File: src/rtl/sobel_pkg.sv
`timescale 1ns / 1ps
// shared types and constants of the sobel edge detector
package sobel_pkg;

  localparam int PixW    = 8;
  localparam int CfgW    = 11;
  localparam int ThrW    = 8;
  localparam int CfgIdxW = 2;
  localparam int GradW   = 11;
  localparam int SumW    = 21;
  localparam int RootW   = 8;
  localparam int RadW    = 2 * RootW;

  localparam logic [CfgW-1:0] MinSize   = 11'd3;
  localparam logic [CfgW-1:0] DefWidth  = 11'd640;
  localparam logic [CfgW-1:0] DefHeight = 11'd480;
  localparam logic [ThrW-1:0] DefThr    = 8'd73;
  localparam logic            DefThrEn  = 1'b1;
  localparam logic [PixW-1:0] PixMax    = 8'd255;

  typedef enum logic [CfgIdxW-1:0] {
    CfgImageWidth      = 2'd0,
    CfgImageHeight     = 2'd1,
    CfgThresholdLevel  = 2'd2,
    CfgThresholdEnable = 2'd3
  } cfg_idx_e;

  typedef struct packed {
    logic [PixW-1:0] pixel_value;
    logic            flush;
  } pix_in_t;

  typedef struct packed {
    logic [PixW-1:0] edge_value;
    logic            last_pixel;
  } edge_out_t;

  // per-request control that rides along the pipeline
  typedef struct packed {
    logic emit;
    logic interior;
    logic last;
  } tag_t;

endpackage

File: src/rtl/sobel_sqrt.sv
`timescale 1ns / 1ps
// pipelined digit-by-digit integer square root, one root bit per stage
module sobel_sqrt (
  input  logic                         clk_i,
  input  logic                         rst_ni,
  input  logic                         en_i,
  input  logic                         valid_i,
  input  sobel_pkg::tag_t              tag_i,
  input  logic                         sat_i,
  input  logic [sobel_pkg::RadW-1:0]   radicand_i,
  output logic                         valid_o,
  output sobel_pkg::tag_t              tag_o,
  output logic                         sat_o,
  output logic [sobel_pkg::RootW-1:0]  root_o
);
  import sobel_pkg::*;

  localparam int Steps = RootW;
  localparam int RemW  = RootW + 4;

  logic             valid_q [Steps];
  tag_t             tag_q   [Steps];
  logic             sat_q   [Steps];
  logic [RadW-1:0]  rad_q   [Steps];
  logic [RemW-1:0]  rem_q   [Steps];
  logic [RootW-1:0] root_q  [Steps];

  logic [RadW-1:0]  prev_rad  [Steps];
  logic [RemW-1:0]  prev_rem  [Steps];
  logic [RootW-1:0] prev_root [Steps];
  logic [RemW-1:0]  cur       [Steps];
  logic [RemW-1:0]  trial     [Steps];
  logic [RemW-1:0]  rem_d     [Steps];
  logic [RootW-1:0] root_d    [Steps];

  always_comb begin
    prev_rad[0]  = radicand_i;
    prev_rem[0]  = '0;
    prev_root[0] = '0;
    for (int i = 1; i < Steps; i++) begin
      prev_rad[i]  = rad_q[i-1];
      prev_rem[i]  = rem_q[i-1];
      prev_root[i] = root_q[i-1];
    end
    for (int i = 0; i < Steps; i++) begin
      cur[i]   = {prev_rem[i][RemW-3:0], prev_rad[i][2*(Steps-1-i) +: 2]};
      trial[i] = {{(RemW-RootW-2){1'b0}}, prev_root[i], 2'b01};
      if (cur[i] >= trial[i]) begin
        rem_d[i]  = cur[i] - trial[i];
        root_d[i] = {prev_root[i][RootW-2:0], 1'b1};
      end else begin
        rem_d[i]  = cur[i];
        root_d[i] = {prev_root[i][RootW-2:0], 1'b0};
      end
    end
  end

  always_ff @(posedge clk_i or negedge rst_ni) begin
    if (!rst_ni) begin
      for (int i = 0; i < Steps; i++) begin
        valid_q[i] <= 1'b0;
      end
    end else if (en_i) begin
      valid_q[0] <= valid_i;
      for (int i = 1; i < Steps; i++) begin
        valid_q[i] <= valid_q[i-1];
      end
    end
  end

  always_ff @(posedge clk_i) begin
    if (en_i) begin
      tag_q[0] <= tag_i;
      sat_q[0] <= sat_i;
      for (int i = 1; i < Steps; i++) begin
        tag_q[i] <= tag_q[i-1];
        sat_q[i] <= sat_q[i-1];
      end
      for (int i = 0; i < Steps; i++) begin
        rad_q[i]  <= prev_rad[i];
        rem_q[i]  <= rem_d[i];
        root_q[i] <= root_d[i];
      end
    end
  end

  assign valid_o = valid_q[Steps-1];
  assign tag_o   = tag_q[Steps-1];
  assign sat_o   = sat_q[Steps-1];
  assign root_o  = root_q[Steps-1];

endmodule

File: config.mk
export PLATFORM = sky130hd
export DESIGN_NAME = sobel_sqrt
export DESIGN_NICKNAME = d
export VERILOG_FILES = /design/src/rtl/sobel_pkg.sv /design/src/rtl/sobel_sqrt.sv
export SDC_FILE = /design/constraint.sdc
export NUM_CORES = 1
export LEC_CHECK = 0
export CORE_ASPECT_RATIO = 1.75
export CORE_MARGIN = 8
export CORE_UTILIZATION = 55
export CTS_CLUSTER_SIZE = 25
export DETAILED_ROUTE_END_ITERATION = 8
export DONT_BUFFER_PORTS = 1
export PLACE_DENSITY = 0.66
export SYNTH_ARGS = -nofsm -noshare
export SYNTH_HDL_FRONTEND = slang
export SYNTH_SLANG_ARGS = --single-unit
export TNS_END_PERCENT = 1
File: constraint.sdc
create_clock -name clk_i -period 2.5 [get_ports clk_i]
set_input_delay 0.125 -clock clk_i [delete_from_list [all_inputs] [get_ports clk_i]]
set_output_delay 0.125 -clock clk_i [all_outputs]
set_load 0.03 [all_outputs]
## After elaboration in Yosys (flattened, before gate mapping)

Memories as Yosys holds them, arrays and structs flattened.
Cells that the tools add are included.

- Flip-flop bits (word level): 8
- Memory bits (writable): 320
- Logic and storage cells: 47
- Memories: 5

- Add/subtract/negate cells: 8
- $lt $le $gt $ge: 8
- Muxes and demuxes: 18

Memories:

| name | depth | width | read ports | clocked after memory_dff | wr ports | line | RTL |
|---|---|---|---|---|---|---|---|
| rad_q | 8 | 16 | 7 | 0 | 8 | sobel_sqrt.sv:24 | `logic [RadW-1:0] rad_q [Steps];` |
| rem_q | 8 | 12 | 7 | 0 | 8 | sobel_sqrt.sv:25 | `logic [RemW-1:0] rem_q [Steps];` |
| root_q | 8 | 8 | 8 | 0 | 8 | sobel_sqrt.sv:26 | `logic [RootW-1:0] root_q [Steps];` |
| tag_q | 8 | 3 | 8 | 0 | 8 | sobel_sqrt.sv:22 | `tag_t tag_q [Steps];` |
| sat_q | 8 | 1 | 8 | 0 | 8 | sobel_sqrt.sv:23 | `logic sat_q [Steps];` |

Operators by type and width:

| operator | number |
|---|---|
| 2-to-1 mux 12 bit | 8 |
| greater-or-equal comparator 12 x 10 -> 1 bit | 7 |
| subtractor 12 x 10 -> 12 bit | 7 |
| 2-to-1 mux 1 bit | 10 |
| subtractor 2 x 1 -> 3 bit (second input constant) | 1 |
| greater-or-equal comparator 2 x 1 -> 1 bit (second input constant) | 1 |

## Logic depth before layout (Yosys ltp)

An unclocked memory read counts as a cell.

- Depth in word-level cells: 3
- Depth in mapped cells: 9
- Depth with buffers taken out: 8

## Worst setup path before layout

Ideal clock, no wire load.

- Path type: register -> register
- Start point: memory rem_q[2][1] (netlist name)
- End point: memory rem_q[3][9] (netlist name), data pin
- Setup time: 260 ps
- Data arrival time: 1891 ps
- Setup slack: 349 ps
- Stages on the path, launching flop included: 7
- Path buffers: 0
- Period minus slack after synthesis: 2151 ps
- Cell sequence: edfxtp_1 ha_1 o21ai_0 a21oi_1 or4_1 nor3_1 mux2_2

RTL lines:

| element | line |
|---|---|
| start, declared | sobel_sqrt.sv:25 |

==> metrics.cfg <==
[status]
status=complete, but fails checks
violations=negative hold slack

[critical_path]
worstPathArrival_ps=2530
worstSetupStartpointType=register
cp_max_fo=4
timing.rr.start=root_q[0][17]
path_class=reg -> reg
startpoint=root_q[0][17]
timing.rr.end=rem_q[3][9]
r2r_slack_ps=150
worstRegToRegCells=7
endpoint_kind=register
cp.required_ps=2680

[yosys]
yosysWarnings=0
synth_cell_type_count=47
synth_seq_cells=195
ys.flop_type=edfxtp_1
synth_edf_count=187
yosysSeqAreaShare_pct=69.8
synthCells=575
synth_fp_nets=641
synth_area_sq_um=8330
async_flop_share_pct=4.10
avgSynthCellArea_sq_um=14.5

[timing]
worst_pin_slew_ps=565
worst_slack_ps=154
setup_violations=0
slew_headroom_pct=62.0
final.setup.tns_ps=0
skew_ps=10.0
period_share_pct=93.9
max_freq_ghz=0.426
whs_ps=-201
drv_slew=0
min_period_ps=2350
rsz0062_at_grt=no
finalHoldViolations=131

[hold_path]
hold_path.class=in -> reg
holdPathStages=0
min_to=tag_q[0][2]
min-delay-start=en_i

[routing]
drc=0
ant_nets=0
wl_mm=13.6
avgRoutedWirePerCell_um=16.7
drt_iter0_drc=167
vias=4548
firstDrtPassIters=5
viasPerCell=5.56

[job]
maxCapViolations=0

[final_layout]
final_cell_mix=187 x edfxtp_1, 52 x inv_1, 42 x ha_1
drive_above_1_share_pct=9.92
area_growth_pct=14.0
num-nets-final=688
n_fill_cell=1055
final_common_cell=edfxtp_1
diodes=0

[power_and_ir_drop]
p_per_area_nw_per_um2=822
total_leakage_power_nw=3.61
ir_drop_mv=0.561

[clocking]
cts_tree=yes
insertion_delay_ps=430
cts_hold_buf=31
htreeDepth=4
clk_path_buf_depth=2
cts_root_buf=clkbuf_16
cts_sinks=195
cts_buffers=17
cts_setup_buffers=0
clk_pin_slew_ps=80

[die]
num_rows=59
die_w_um=109
core_sq_um=14800
start_util_pct=56.1
die_y_um=179
ios=37
dieArea_sq_um=19500

[global_route]
first_global_vias=4775
grt_overflow=0
grt.total_usage_pct=14.9
grt_pass1_wl_mm=22.0
grt_max_degree=196
antenna_found_initial=0

[placement]
dp_worst_setup_slack_ps=184
place.gp.congestion=0.867
port-buffer-count=0
dpl.hpwl_mm=9.13

state kept, by name, summed over array words and instances, names as in the netlist:
name / flops
rem_q: 63
tag_q: 24
valid_q: 7
root_q: 36
valid_o: 1
rad_q: 56
sat_q: 8
stage by stage:
step / cells / cell area, sq um / power [W] / hold WS, ps / utilization [%]
2_1_floorplan: 575 / 8330 / 0.00477 / -171 / -
3_3_place_gp: 755 / 8550 / 0.00492 / -170 / 57.6
3_5_place_dp: 755 / 8550 / 0.00497 / -170 / 57.6
4_1_cts: 818 / 9490 / 0.00784 / -202 / 64.0
5_1_grt: 818 / 9500 / 0.00811 / -218 / 64.0
6_report: 818 / 9500 / 0.00781 / -201 / 64.0
logic make-up after synthesis:
family,share of synthesized area [%]
other,0.0450
flip-flops,69.8
AO/OA/AOI/OAI,6.85
AND/OR/NAND/NOR,8.02
XOR/XNOR,3.36
adder cells (fa/ha/maj),6.31
multiplexers,2.49
buffers and inverters,3.11
timing repair:
action / 4_1_cts / 5_1_grt
setup endpoints to repair: 0 / 3
gates resized for setup: 0 / 1
endpoints found under the hold margin: 224 / 187
final cells by class:
| cell class | count | area (sq um) | area share [%] |
|---|---|---|---|
| clock buffers | 17 | 425 | 4.48 |
| clock inverters | 15 | 209 | 2.20 |
| inverters | 52 | 195 | 2.05 |
| multi-input cells | 318 | 2260 | 23.8 |
| flip-flops and latches | 195 | 5820 | 61.2 |
| well taps | 183 | 229 | 2.41 |
| repair buffers | 38 | 363 | 3.82 |
worst max-delay path, stage by stage, from the launching register on:
cell,delay (ps)
edfxtp_1,370
inv_1,50
ha_1,350
o21ai_0,220
a21oi_1,100
or4_1,470
nor3_1,180
mux2_2,360
layer usage:
layer  up-vias  wire length (um)  share of wire (%)  track usage, %
li1       2213                 -                  -               -
met1      2236              4360                 32            12.1
met2        72              8590                 63            30.9
met3        27               297                2.2            3.13
met4         0               374                2.7            7.23
met5         -                 0                  0               0
where the power goes:
group          internal, W  switching [W]
sequential         0.00397       0.000188
combinational     0.000422       0.000414
clock              0.00140        0.00141
total              0.00579        0.00201
how the worst max path moves through the flow:
stage | cells past startpoint | to | slack [ps]
6_report | 7 | rem_q[3][9] | 150
3_3_place_gp | 5 | rem_q[4][3] | 250
3_5_place_dp | 5 | rem_q[4][3] | 180
5_1_grt | 7 | rem_q[3][9] | 70
2_1_floorplan | 6 | rem_q[3][9] | 350
4_1_cts | 5 | rem_q[4][3] | 160
synthesized netlist by cell type, drive strengths merged (3+ instances only):
cell type	count	share of area [%]
a211oi	5	0.45
a21o	5	0.45
a21oi	28	1.7
a31o	4	0.42
and2	3	0.23
buf	8	0.68
dfrtp	8	2.4
edfxtp	187	67
ha	42	6.3
inv	52	2.3
mux2	14	1.9
mux2i	5	0.60
nand2	19	0.86
nand2b	12	0.90
nand3	9	0.54
nand4	6	0.45
nor2	39	1.8
nor2b	6	0.45
nor3	12	0.78
nor4	8	0.68
o211ai	3	0.27
o21a	8	0.72
o21ai	33	2.0
or3	5	0.38
or4	4	0.36
xnor2	21	2.2
xor2	11	1.2
(Power assumes the default switching activity.)
