$ cat src/rtl/sobel_pkg.sv
`timescale 1ns / 1ps
// shared types and constants of the sobel edge detector
package sobel_pkg;

  localparam int PixW    = 8;
  localparam int CfgW    = 11;
  localparam int ThrW    = 8;
  localparam int CfgIdxW = 2;
  localparam int GradW   = 11;
  localparam int SumW    = 21;
  localparam int RootW   = 8;
  localparam int RadW    = 2 * RootW;

  localparam logic [CfgW-1:0] MinSize   = 11'd3;
  localparam logic [CfgW-1:0] DefWidth  = 11'd640;
  localparam logic [CfgW-1:0] DefHeight = 11'd480;
  localparam logic [ThrW-1:0] DefThr    = 8'd73;
  localparam logic            DefThrEn  = 1'b1;
  localparam logic [PixW-1:0] PixMax    = 8'd255;

  typedef enum logic [CfgIdxW-1:0] {
    CfgImageWidth      = 2'd0,
    CfgImageHeight     = 2'd1,
    CfgThresholdLevel  = 2'd2,
    CfgThresholdEnable = 2'd3
  } cfg_idx_e;

  typedef struct packed {
    logic [PixW-1:0] pixel_value;
    logic            flush;
  } pix_in_t;

  typedef struct packed {
    logic [PixW-1:0] edge_value;
    logic            last_pixel;
  } edge_out_t;

  // per-request control that rides along the pipeline
  typedef struct packed {
    logic emit;
    logic interior;
    logic last;
  } tag_t;

endpackage

$ cat src/rtl/sobel_grad.sv
`timescale 1ns / 1ps
// 3x3 window, sobel gradients and sum of squares
module sobel_grad (
  input  logic                          clk_i,
  input  logic                          rst_ni,
  input  logic                          en_i,
  input  logic                          valid_i,
  input  sobel_pkg::tag_t               tag_i,
  input  logic [sobel_pkg::PixW-1:0]    top_i,
  input  logic [sobel_pkg::PixW-1:0]    mid_i,
  input  logic [sobel_pkg::PixW-1:0]    pix_i,
  output logic                          valid_o,
  output sobel_pkg::tag_t               tag_o,
  output logic [sobel_pkg::SumW-1:0]    sum_o
);
  import sobel_pkg::*;

  localparam int AccW = PixW + 2;

  logic [PixW-1:0] win_q [9];
  logic            v2_q, v3_q, v4_q;
  tag_t            tag2_q, tag3_q, tag4_q;

  logic signed [GradW-1:0]   gx_d, gy_d, gx_q, gy_q;
  logic [AccW-1:0]           gx_pos, gx_neg, gy_pos, gy_neg;
  logic signed [2*GradW-1:0] sq_x, sq_y;
  logic [SumW-1:0]           sum_d, sum_q;

  // window shifts left, new column on the right
  always_ff @(posedge clk_i or negedge rst_ni) begin
    if (!rst_ni) begin
      for (int k = 0; k < 9; k++) begin
        win_q[k] <= '0;
      end
    end else if (en_i && valid_i) begin
      for (int k = 0; k < 3; k++) begin
        win_q[k*3]   <= win_q[k*3+1];
        win_q[k*3+1] <= win_q[k*3+2];
      end
      win_q[2] <= top_i;
      win_q[5] <= mid_i;
      win_q[8] <= pix_i;
    end
  end

  always_comb begin
    gx_pos = {2'b00, win_q[2]} + {1'b0, win_q[5], 1'b0} + {2'b00, win_q[8]};
    gx_neg = {2'b00, win_q[0]} + {1'b0, win_q[3], 1'b0} + {2'b00, win_q[6]};
    gy_pos = {2'b00, win_q[6]} + {1'b0, win_q[7], 1'b0} + {2'b00, win_q[8]};
    gy_neg = {2'b00, win_q[0]} + {1'b0, win_q[1], 1'b0} + {2'b00, win_q[2]};
    gx_d   = $signed({1'b0, gx_pos}) - $signed({1'b0, gx_neg});
    gy_d   = $signed({1'b0, gy_pos}) - $signed({1'b0, gy_neg});
    sq_x   = gx_q * gx_q;
    sq_y   = gy_q * gy_q;
    sum_d  = SumW'(sq_x[SumW-2:0]) + SumW'(sq_y[SumW-2:0]);
  end

  always_ff @(posedge clk_i or negedge rst_ni) begin
    if (!rst_ni) begin
      v2_q <= 1'b0;
      v3_q <= 1'b0;
      v4_q <= 1'b0;
    end else if (en_i) begin
      v2_q <= valid_i;
      v3_q <= v2_q;
      v4_q <= v3_q;
    end
  end

  always_ff @(posedge clk_i) begin
    if (en_i) begin
      tag2_q <= tag_i;
      tag3_q <= tag2_q;
      gx_q   <= gx_d;
      gy_q   <= gy_d;
      tag4_q <= tag3_q;
      sum_q  <= sum_d;
    end
  end

  assign valid_o = v4_q;
  assign tag_o   = tag4_q;
  assign sum_o   = sum_q;

endmodule

$ cat config.mk
export PLATFORM = sky130hd
export DESIGN_NAME = sobel_grad
export DESIGN_NICKNAME = d
export VERILOG_FILES = /design/src/rtl/sobel_pkg.sv /design/src/rtl/sobel_grad.sv
export SDC_FILE = /design/constraint.sdc
export NUM_CORES = 1
export LEC_CHECK = 0
export BUFFER_PORTS_ARGS = -buffer_cell sky130_fd_sc_hd__buf_2
export CAP_MARGIN = 20
export CORE_MARGIN = 2
export CORE_UTILIZATION = 65
export DETAILED_ROUTE_END_ITERATION = 10
export PLACE_DENSITY = 0.81
export SYNTH_ARGS = -nofsm -noshare
export SYNTH_HDL_FRONTEND = slang
export SYNTH_SLANG_ARGS = --single-unit
$ cat constraint.sdc
create_clock -name clk_i -period 8.1 [get_ports clk_i]
set_input_delay 0.81 -clock clk_i [delete_from_list [all_inputs] [get_ports clk_i]]
set_output_delay 0.81 -clock clk_i [all_outputs]
set_load 0.01 [all_outputs]
* Word level (Yosys, flattened, before mapping)
Cells that the tools add are included.
** Operators by class
- Shift operators :: 0
- Reductions and logical operators :: 1
- Eq/ne operators :: 0
- Add/subtract/negate cells :: 11
- Multiplexer cells :: 0
- Bitwise logic cells :: 0
- Multipliers :: 2
- Magnitude comparators :: 0
- Div/mod/pow operators :: 0
** Operators with widths (number)
- 10-bit by 8-bit adder with 10-bit output :: 4
- 8-bit by 9-bit adder with 10-bit output :: 4
- 11-bit by 11-bit multiplier with 20-bit output :: 2
- 10-bit by 10-bit subtractor with 11-bit output :: 2
- 20-bit by 20-bit adder with 21-bit output :: 1
- 1-bit logical AND :: 1
** Storage, ports and cells
- Memory bits (writable) :: 0
- Bits in read-only memories :: 0
- Input bits :: 31
- Bits in registers :: 127
- Word-level logic and storage cells :: 38
- Output and inout bits :: 25
- Memories kept :: 0
- Latch bits :: 0

* Logic depth before layout (Yosys ltp)
Gate-level depths: netlist of run 1.
- Depth in word-level cells :: 3
- Gate-level depth with buffers :: 28

* Worst setup path before layout of run 1
OpenSTA, ideal clock, no wires.
- Kind :: reg2reg
- Start point :: register gx_q[4]
- End point :: register sum_q[19], in the netlist sum_o[19], data pin
- Period minus slack after synthesis :: 6332 ps
- Setup slack :: 1768 ps
- Library setup time :: 262 ps
- Buffers on the path :: 1
- Stages on the path, launching flop included :: 25
- Data arrival time :: 6069 ps
- Path through :: edfxtp_1 > clkbuf_1 > nand2_1 > fa_1 > fa_1 > inv_1 > fa_1 > fa_1 > inv_1 > fa_1 > inv_1 > ha_1 > or4_1 > o22ai_2 > o21bai_1 > a21oi_1 > xnor2_1 > ha_1 > and4_1 > nand2_1 > or4b_1 > a31oi_1 > o21ai_0 > a21boi_1 > xor2_1
** On the way
- Cells in the longest elaborated chain, start to end :: 2
** RTL lines
- from (decl) :: RTL line sobel_grad.sv:24 : logic signed [GradW-1:0] gx_d, gy_d, gx_q, gy_q;
- from (signal assigned) :: RTL line sobel_grad.sv:74 : gx_q <= gx_d;
- 11-bit by 11-bit multiplier with 20-bit output :: RTL line sobel_grad.sv:53 : sq_x = gx_q * gx_q;
- 20-bit by 20-bit adder with 21-bit output :: RTL line sobel_grad.sv:55 : sum_d = SumW'(sq_x[SumW-2:0]) + SumW'(sq_y[SumW-2:0]);
- net sum_d[19] :: RTL line sobel_grad.sv:27 : logic [SumW-1:0] sum_d, sum_q;
- to (signal assigned) :: RTL line sobel_grad.sv:77 : sum_q <= sum_d;
- to (decl) :: RTL line sobel_grad.sv:27
The timed path passes the listed nets, and every way through them passes these cells.
A chain may end at the register's enable or synchronous reset.

* Worst setup path in the final report of run 1
- Start point :: register gx_q[7]
- End point :: register sum_q[19], in the netlist sum_o[19], data pin
Same word-level chain as after synthesis.

==> results.cfg, run 1 <==
[timing]
setup_viol = 0
finClkSkew_ns = 0.0119
slew_viol_final = 0
fin_crit_sh = 0.837
relSlewSlack = 0.372
max_freq_ghz = 0.148
period_minus_slack_ns = 6.78
hold_viol_final = 0
grt_setup_unrepaired = false
tightest_slew_ns = 0.942
tns_ns = 0

[clocking]
clkLatencyLatePin_ns = 0.43
cts_tree = done
cts_sinks = 127
clockRootBuffer = clkbuf_16
hold_buffers = 0
post-cts-setup-buffers = 0
numCtsBuffers = 17
h-tree-depth = 4
clk_pin_slew_worst_paths_ns = 0.06
post_cts_resized = 0
clockBufferDepth = 2

[setup_path]
startpoint_type = flop
slowest_stage = edfxtp_1
cp_top_family = adder cells
worstPathRequired_ns = 8.27
worst-setup-path-type = flop to flop
crit_top_cell = fa_1
crit_path_cell_trace = inv_1, nor2_1, fa_1, fa_1, fa_1, fa_1, inv_1, fa_1, inv_1, ha_1, a21o_1, a21oi_1, o21ai_0, xor2_1, ha_1, and4_1, nand2_1, or4b_1, a31oi_1, o21ai_0, a21boi_1, xor2_1
arrival_ns = 6.94
crit_path_max_incr_delay_ns = 0.56
cp-end-kind = flop
cp.buffers_inverters = 3
cp_max_fo = 7

[global_routing]
grt_max_degree = 77
grt_use_met2 = 0.488
top_usage_layer = met2
grt-ovfl-total = 0
grt_pass1_wl_mm = 49.7
grt.total_usage = 0.264
grt_pass1_vias = 10500
grt_antenna_before_repair = 0
globalRouteMet1Util = 0.316
use_met3 = 0.0361

[route]
drc = 0
antenna_violating_nets_post_route = 0
wl_per_cell_um = 16.8
first_pass_iters = 5
vias_per_cell = 5.43
wirelength_mm = 29.2
vias = 9456
drt-initial-drc-count = 505

[floorplan]
placementRows = 55
fp.coreArea_mm2 = 0.0226
die_area_mm2 = 0.0242
fp.dieH_um = 156
initial_core_util = 0.662
die_x_um = 156
io_pins = 56

[synthesis]
syn-num-nets = 1802
syn_area_per_cell_um2 = 10.7
ys_async_sr_fraction = 0.591
ys_seq_area_frac = 0.230
synth_area_leaders = fa_1 (34%), dfrtp_1 (13%), ha_1 (10%), edfxtp_1 (10%), inv_1 (8.8%)
synth.most_common_cell = inv_1
synth-simple-area-share = 0.0717
synth_adder_area_share = 0.441
netlist_instances = 1395
synth_seq_cells = 127
synth_edf_count = 52
synth_xor_xnor_area_share = 0.0481
ys.flop_type = dfrtp_1
synthTopCellsByCount = inv_1 (349), fa_1 (251), ha_1 (125), dfrtp_1 (75), nand2_1 (74)
yosys_warnings = 0
synth_top_area_cell = fa_1
ys_types = 47
synth_top_family_by_area = adder cells
synth_top_area_share = 0.336
synthMuxAreaShare = 0.0549
synth_compound_area_frac = 0.0592
netlist_area_mm2 = 0.0149

[placed_design]
port-buffer-count = 55
dpl.hpwl_mm = 23.1
gp_congestion = 0.907

[hold_path]
hold_path.class = flop to flop

[cells_and_area]
num_antenna_cells = 0
final-seq-area_mm2 = 0.00344
fill_cells = 1591
area_delta_synth_final_pct = 7.70
fin_nets = 1850
multiInputGateArea_mm2 = 0.0101
drive_gt1_frac = 0.117

[status]
status = finished clean

[run]
cap_violations = 0
==> cell families after synthesis <==
group,count (synthesis)
buffers and inverters,377
adder cells (fa/ha/maj),376
AND/OR/NAND/NOR,219
AO/OA/AOI/OAI,141
flip-flops,127
XOR/XNOR,82
multiplexers,73
==> cells in the final DEF, fill, tap and decap left out, drive strengths merged, types with 3 or more instances in the layout <==
master	count
o21bai	10
nand2	74
o21ai	31
nor2	45
fa	251
a31oi	5
clkbuf	19
xor2	16
a21oi	51
and2	45
a21o	17
ha	125
or3	3
buf	57
or2	3
nand2b	9
edfxtp	52
nand3	8
dfrtp	75
nor2b	18
inv	359
xnor2	66
mux2	71
a211oi	7
nor3	5
o21a	4
==> state kept, by name (all words and copies together), names as in the netlist, 3 cells and up <==
register and count:
sum_o 21, tag3_q 3, tag2_q 3, gx_q 11, tag_o 3, gy_q 11, win_q 72
==> layout make-up <==
| cell class | count | area share |
|---|---|---|
| multi-input combinational | 891 | 0.627 |
| clock inverter | 13 | 0.00863 |
| sequential | 127 | 0.214 |
| timing repair buffer | 57 | 0.0182 |
| inverter | 349 | 0.0814 |
| clock buffer | 19 | 0.0289 |
| tap | 285 | 0.0222 |
==> through the flow <==
step / worst slack (ns) / area, um2 / instances / hold slack, ns / utilization
4_1_cts: 1.36 / 16100 / 1741 / 0.428 / 0.713
3_3_place_gp: 1.57 / 15500 / 1709 / 0.407 / 0.686
6_report: 1.32 / 16100 / 1741 / 0.424 / 0.713
2_1_floorplan: 1.77 / 14900 / 1395 / 0.400 / -
3_5_place_dp: 1.40 / 15500 / 1709 / 0.405 / 0.686
5_1_grt: 0.901 / 16100 / 1741 / 0.434 / 0.713
==> metal layers <==
metal | part of all wire | wire length (um)
met1 | 0.39 | 11400
met2 | 0.54 | 15700
met3 | 0.038 | 1110
met4 | 0.034 | 980
met5 | 0 | 0
==> worst paths after layout <==
path / startpoint / to / slack, ns / cells after the start
max: gx_q[7]$_DFFE_PP_ / sum_o[19]$_DFFE_PP_ / 1.32 / 22
min: tag3_q[1]$_DFFE_PP_ / tag_o[1]$_DFFE_PP_ / 0.42 / 0
max reg2reg: gx_q[7]$_DFFE_PP_ / sum_o[19]$_DFFE_PP_ / 1.32 / 22
min reg2reg: tag3_q[1]$_DFFE_PP_ / tag_o[1]$_DFFE_PP_ / 0.42 / 0
max in group asynchronous: rst_ni / win_q[9]$_DFFE_PN0P_ / 6.97 / 1
min in group asynchronous: rst_ni / win_q[55]$_DFFE_PN0P_ / 0.52 / 1
Power of run 1 is not shown: default switching activity piles up to over one toggle a cycle in this logic, so the estimate is an artifact.
==> run 2, diff against run 1 <==
--- a/config.mk
+++ b/config.mk
@@ -5,6 +5,7 @@
 export SDC_FILE = /design/constraint.sdc
 export NUM_CORES = 1
 export LEC_CHECK = 0
+export ABC_AREA = 1
 export BUFFER_PORTS_ARGS = -buffer_cell sky130_fd_sc_hd__buf_2
 export CAP_MARGIN = 20
 export CORE_MARGIN = 2
==> constraint.sdc (replaced) <==
create_clock -name clk_i -period 6.3 [get_ports clk_i]
set_input_delay 0.63 -clock clk_i [delete_from_list [all_inputs] [get_ports clk_i]]
set_output_delay 0.63 -clock clk_i [all_outputs]
set_load 0.01 [all_outputs]
==> results.cfg, run 2 <==
[clocking]
cts_sinks = 127
clk_pin_slew_worst_paths_ns = 0.07
clockBufferDepth = 2
clockRootBuffer = clkbuf_16
numCtsBuffers = 17
clkLatencyLatePin_ns = 0.43
hold_buffers = 0
cts_tree = done
h-tree-depth = 4

[setup_path]
worstPathRequired_ns = 6.46
crit_path_max_incr_delay_ns = 0.68
worst-setup-path-type = flop to flop
cp_max_fo = 6
crit_top_cell = nand2_1
cp-end-kind = flop
cp.buffers_inverters = 5
cp_top_family = adder cells
crit_path_cell_trace = buf_4, nand2_1, fa_1, inv_1, fa_1, inv_1, fa_1, inv_1, fa_1, fa_1, ha_1, nand2_1, nor4_1, nand2_1, nand2_1, inv_1, nand2_1, nand2_1, ha_1, a21oi_1, o21ai_0, a21oi_1, o211ai_1
slowest_stage = fa_1
arrival_ns = 6.29
startpoint_type = flop

[route]
wirelength_mm = 32.9
first_pass_iters = 6
vias = 11300
drt-initial-drc-count = 755
wl_per_cell_um = 15.5
vias_per_cell = 5.31
drc = 0
antenna_violating_nets_post_route = 0

[synthesis]
synth_seq_cells = 127
ys_seq_area_frac = 0.219
synth_area_leaders = fa_1 (32%), dfrtp_1 (12%), inv_1 (11%), ha_1 (9.9%), edfxtp_1 (9.9%)
ys.flop_type = dfrtp_1
netlist_area_mm2 = 0.0157
netlist_instances = 1704
syn-num-nets = 2111
synth_top_area_share = 0.320
synth_top_area_cell = fa_1
yosys_warnings = 0
synth_edf_count = 52
ys_async_sr_fraction = 0.591
synthTopCellsByCount = inv_1 (468), nand2_1 (299), fa_1 (251), ha_1 (125), a21oi_1 (78)
ys_types = 32
synth.most_common_cell = inv_1
syn_area_per_cell_um2 = 9.23

[global_routing]
use_met3 = 0.0435
grt_use_met2 = 0.487
top_usage_layer = met2
grt.total_usage = 0.272
grt_pass1_vias = 12100
grt_max_degree = 83
globalRouteMet1Util = 0.342
grt-ovfl-total = 0
grt_antenna_before_repair = 0
grt_pass1_wl_mm = 55.6

[cells_and_area]
fin_area_mm2 = 0.0173
final_cells = 2131
fin_nets = 2206
area_delta_synth_final_pct = 9.87
final_util = 0.731
largest_register = win_q
final_common_cell = inv_1
largest_reg_flops = 72
num_antenna_cells = 0
layout_common_cells = inv_1 (467), nand2_1 (299), fa_1 (250), ha_1 (124), a21oi_1 (77)
drive_gt1_frac = 0.120

[floorplan]
initial_core_util = 0.666
io_pins = 56
die_area_mm2 = 0.0254
placementRows = 56
die_x_um = 160
fp.coreArea_mm2 = 0.0236
fp.dieH_um = 160

[timing]
worst_slack_ns = 0.174
period_minus_slack_ns = 6.13
hold_viol_final = 0
setup_viol = 0
fin_crit_sh = 0.972
max_freq_ghz = 0.163
relSlewSlack = 0.353
finClkSkew_ns = 0.0117
slew_viol_final = 0
tightest_slew_ns = 0.971

[placed_design]
pre_cts_slack_ns = 0.163
gp_congestion = 0.956
detailed_place.area_mm2 = 0.0164
port-buffer-count = 55
dpl.hpwl_mm = 26.3
dpl.cell_count = 2065

[hold_path]
hold_path.class = input pin to async pin

[run]
cap_violations = 0

[status]
status = finished clean
==> run 2: changes by cell type after synthesis, sizes merged, moves of 27 or more <==
cell / change
xor2: +27
xnor2: -50
nand2: +229
inv: +119
nand3: +45
a21oi: +30
and2: -44
==> run 2: final timing paths <==
path                                     start               endpoint  slack (ns)  cells past startpoint
hold reg to reg            tag3_q[2]$_DFFE_PP_     tag_o[2]$_DFFE_PP_        0.42                      0
hold / removal                          rst_ni       v3_q$_DFFE_PN0P_        0.32                      1
setup / recovery            gx_q[10]$_DFFE_PP_    sum_o[20]$_DFFE_PP_        0.17                     23
setup reg to reg            gx_q[10]$_DFFE_PP_    sum_o[20]$_DFFE_PP_        0.17                     23
max in group asynchronous               rst_ni  win_q[16]$_DFFE_PN0P_        5.36                      1
min in group clk_i                    tag_i[2]    tag2_q[2]$_DFFE_PP_        0.37                      1
==> run 2: cell type report <==
| type | instances | area [um2] |
|---|---|---|
| Clock buffer | 18 | 439 |
| Clock inverter | 14 | 139 |
| Fill cell | 1665 | 6340 |
| Inverter | 468 | 1760 |
| Multi-Input combinational cell | 1078 | 10400 |
| Sequential cell | 127 | 3440 |
| Tap cell | 319 | 399 |
| Timing Repair Buffer | 107 | 673 |
==> run 2: kinds of logic after synthesis <==
family,synth area share
flip-flops,0.219
buffers and inverters,0.120
XOR/XNOR,0.0329
AO/OA/AOI/OAI,0.0464
adder cells (fa/ha/maj),0.419
AND/OR/NAND/NOR,0.117
multiplexers,0.0458
==> run 2: timing repair <==
action	CTS	global route
gates resized for setup	0	6
endpoints found under the setup margin	0	7
setup buffers	0	34
==> run 2: routing by layer <==
layer	routed length [um]	share of wire
met3	1740	0.053
met4	926	0.028
met1	13100	0.40
met5	0	0
met2	17200	0.52
==> run 2: through the flow <==
stage	setup TNS, ns	hold WS, ns
after global routing	-0.109	0.364
final	0	0.322
after CTS	0	0.361
after floorplan	0	0.334
after global placement	0	0.403
after detailed placement	0	0.406
Power of run 2 is left out for the same reason.
==> run 3, diff against run 2 <==
--- a/config.mk
+++ b/config.mk
@@ -9,9 +9,10 @@
 export BUFFER_PORTS_ARGS = -buffer_cell sky130_fd_sc_hd__buf_2
 export CAP_MARGIN = 20
 export CORE_MARGIN = 2
-export CORE_UTILIZATION = 65
+export CORE_UTILIZATION = 50
 export DETAILED_ROUTE_END_ITERATION = 10
-export PLACE_DENSITY = 0.81
+export GPL_ROUTABILITY_DRIVEN = 1
+export PLACE_DENSITY = 0.65
 export SYNTH_ARGS = -nofsm -noshare
 export SYNTH_HDL_FRONTEND = slang
 export SYNTH_SLANG_ARGS = --single-unit
==> constraint.sdc (replaced) <==
create_clock -name clk_i -period 6.3 [get_ports clk_i]
set_input_delay 0.63 -clock clk_i [delete_from_list [all_inputs] [get_ports clk_i]]
set_output_delay 0.63 -clock clk_i [all_outputs]
set_load 0.1 [all_outputs]
==> results.cfg, run 3 (synthesized netlist as in run 2, its figures left out) <==
[setup_path]
r2r_end = sum_o[19]$_DFFE_PP_
reg2reg_depth = 24
worst-setup-path-type = flop to flop
worstPathRequired_ns = 6.49
arrival_ns = 6.18
r2r_start = gy_q[9]$_DFFE_PP_
cp-end-kind = flop
reg2reg_slack_ns = 0.31
startpoint_type = flop
cp_max_fo = 6

[global_routing]
grt_pass1_wl_mm = 55.2
grt_pass1_vias = 11500
grt-ovfl-total = 0
grt_antenna_before_repair = 0
grt.total_usage = 0.211
grt_max_degree = 83

[hold_path]
hold_path.class = input pin to async pin

[cells_and_area]
largest_reg_flops = 72
area_delta_synth_final_pct = 10.0
fin_area_mm2 = 0.0173
final-seq-area_mm2 = 0.00344
fin_nets = 2195
largest_register = win_q
multiInputGateArea_mm2 = 0.0104
layout_common_cells = inv_1 (468), nand2_1 (299), fa_1 (251), ha_1 (124), a21oi_1 (77)
final_util = 0.562
final_common_cell = inv_1
num_antenna_cells = 0
fill_cells = 2795
drive_gt1_frac = 0.115

[route]
wirelength_mm = 32.3
first_pass_iters = 6
drc = 0
vias = 10900
antenna_violating_nets_post_route = 0
wl_per_cell_um = 14.7
vias_per_cell = 4.98
drt-initial-drc-count = 588

[clocking]
cts_sinks = 127
clockBufferDepth = 2
numCtsBuffers = 17
clockRootBuffer = clkbuf_16
clkLatencyLatePin_ns = 0.44
hold_buffers = 0
clk_pin_slew_worst_paths_ns = 0.07
cts_tree = done
h-tree-depth = 4

[timing]
setup_viol = 0
fin_crit_sh = 0.950
relSlewSlack = 0.352
period_minus_slack_ns = 5.99
tightest_slew_ns = 0.972
slew_viol_final = 0
max_freq_ghz = 0.167
hold_ws_ns = 0.338
hold_viol_final = 0
finClkSkew_ns = 0.0107

[floorplan]
die_area_mm2 = 0.0329
initial_core_util = 0.511
die_x_um = 181
io_pins = 56
placementRows = 64
fp.dieH_um = 181
fp.coreArea_mm2 = 0.0307

[placed_design]
detailed_place.area_mm2 = 0.0165
dpl.hpwl_mm = 26.7
port-buffer-count = 55
gp_congestion = 0.885

[status]
status = finished clean

[run]
cap_violations = 0
[run 3: worst max-delay path by stage]
| stage | start | to | cells after the start |
|---|---|---|---|
| floorplan | gx_q[10]$_DFFE_PP_ | sum_o[18]$_DFFE_PP_ | 23 |
| CTS | gx_q[10]$_DFFE_PP_ | sum_o[19]$_DFFE_PP_ | 22 |
| global route | gx_q[9]$_DFFE_PP_ | sum_o[20]$_DFFE_PP_ | 23 |
| finish | gy_q[9]$_DFFE_PP_ | sum_o[19]$_DFFE_PP_ | 24 |
| global placement | gx_q[10]$_DFFE_PP_ | sum_o[19]$_DFFE_PP_ | 22 |
| detailed placement | gx_q[10]$_DFFE_PP_ | sum_o[19]$_DFFE_PP_ | 22 |
[run 3: repair_timing]
action / 4_1_cts / 5_1_grt
setup buffers: 0 / 18
setup endpoints to repair: 0 / 5
gates resized for setup: 0 / 4
[run 3: per-layer routing]
layer / global-route usage / share of wire
met3: 0.0310 / 0.040
met1: 0.276 / 0.44
met2: 0.375 / 0.51
met5: 0 / 0
met4: 0.0407 / 0.012
[run 3: area by class of cell]
class                           count  share of cell area
Multi-Input combinational cell   1078               0.603
Sequential cell                   127               0.199
Inverter                          468               0.102
Timing Repair Buffer               96              0.0339
Tap cell                          396              0.0287
Clock buffer                       17              0.0246
Clock inverter                     15             0.00933
[run 3: stage by stage]
step | setup WS [ns] | std cells | setup TNS, ns
finish | 0.313 | 2197 | 0
global route | -0.0211 | 2197 | -0.0333
floorplan | 0.694 | 1704 | 0
CTS | 0.216 | 2179 | 0
detailed placement | 0.233 | 2147 | 0
global placement | 0.136 | 2147 | 0
[run 3: worst max-delay path, cell delays in order, from the launching register on]
cell and delay [ns]:
edfxtp_1 0.55, buf_4 0.24, nand2_1 0.06, inv_1 0.10
fa_1 0.57, fa_1 0.45, fa_1 0.50, fa_1 0.49
inv_1 0.05, fa_1 0.48, inv_1 0.04, ha_1 0.31
inv_1 0.11, o21bai_1 0.08, o21bai_1 0.19, nand3b_1 0.22
xor2_1 0.18, ha_1 0.37, nand2_1 0.11, inv_1 0.08
nand2_1 0.07, nor3_2 0.16, nand4_1 0.16, nand4_1 0.12
nand2_1 0.05
Power of run 3 is left out for the same reason.
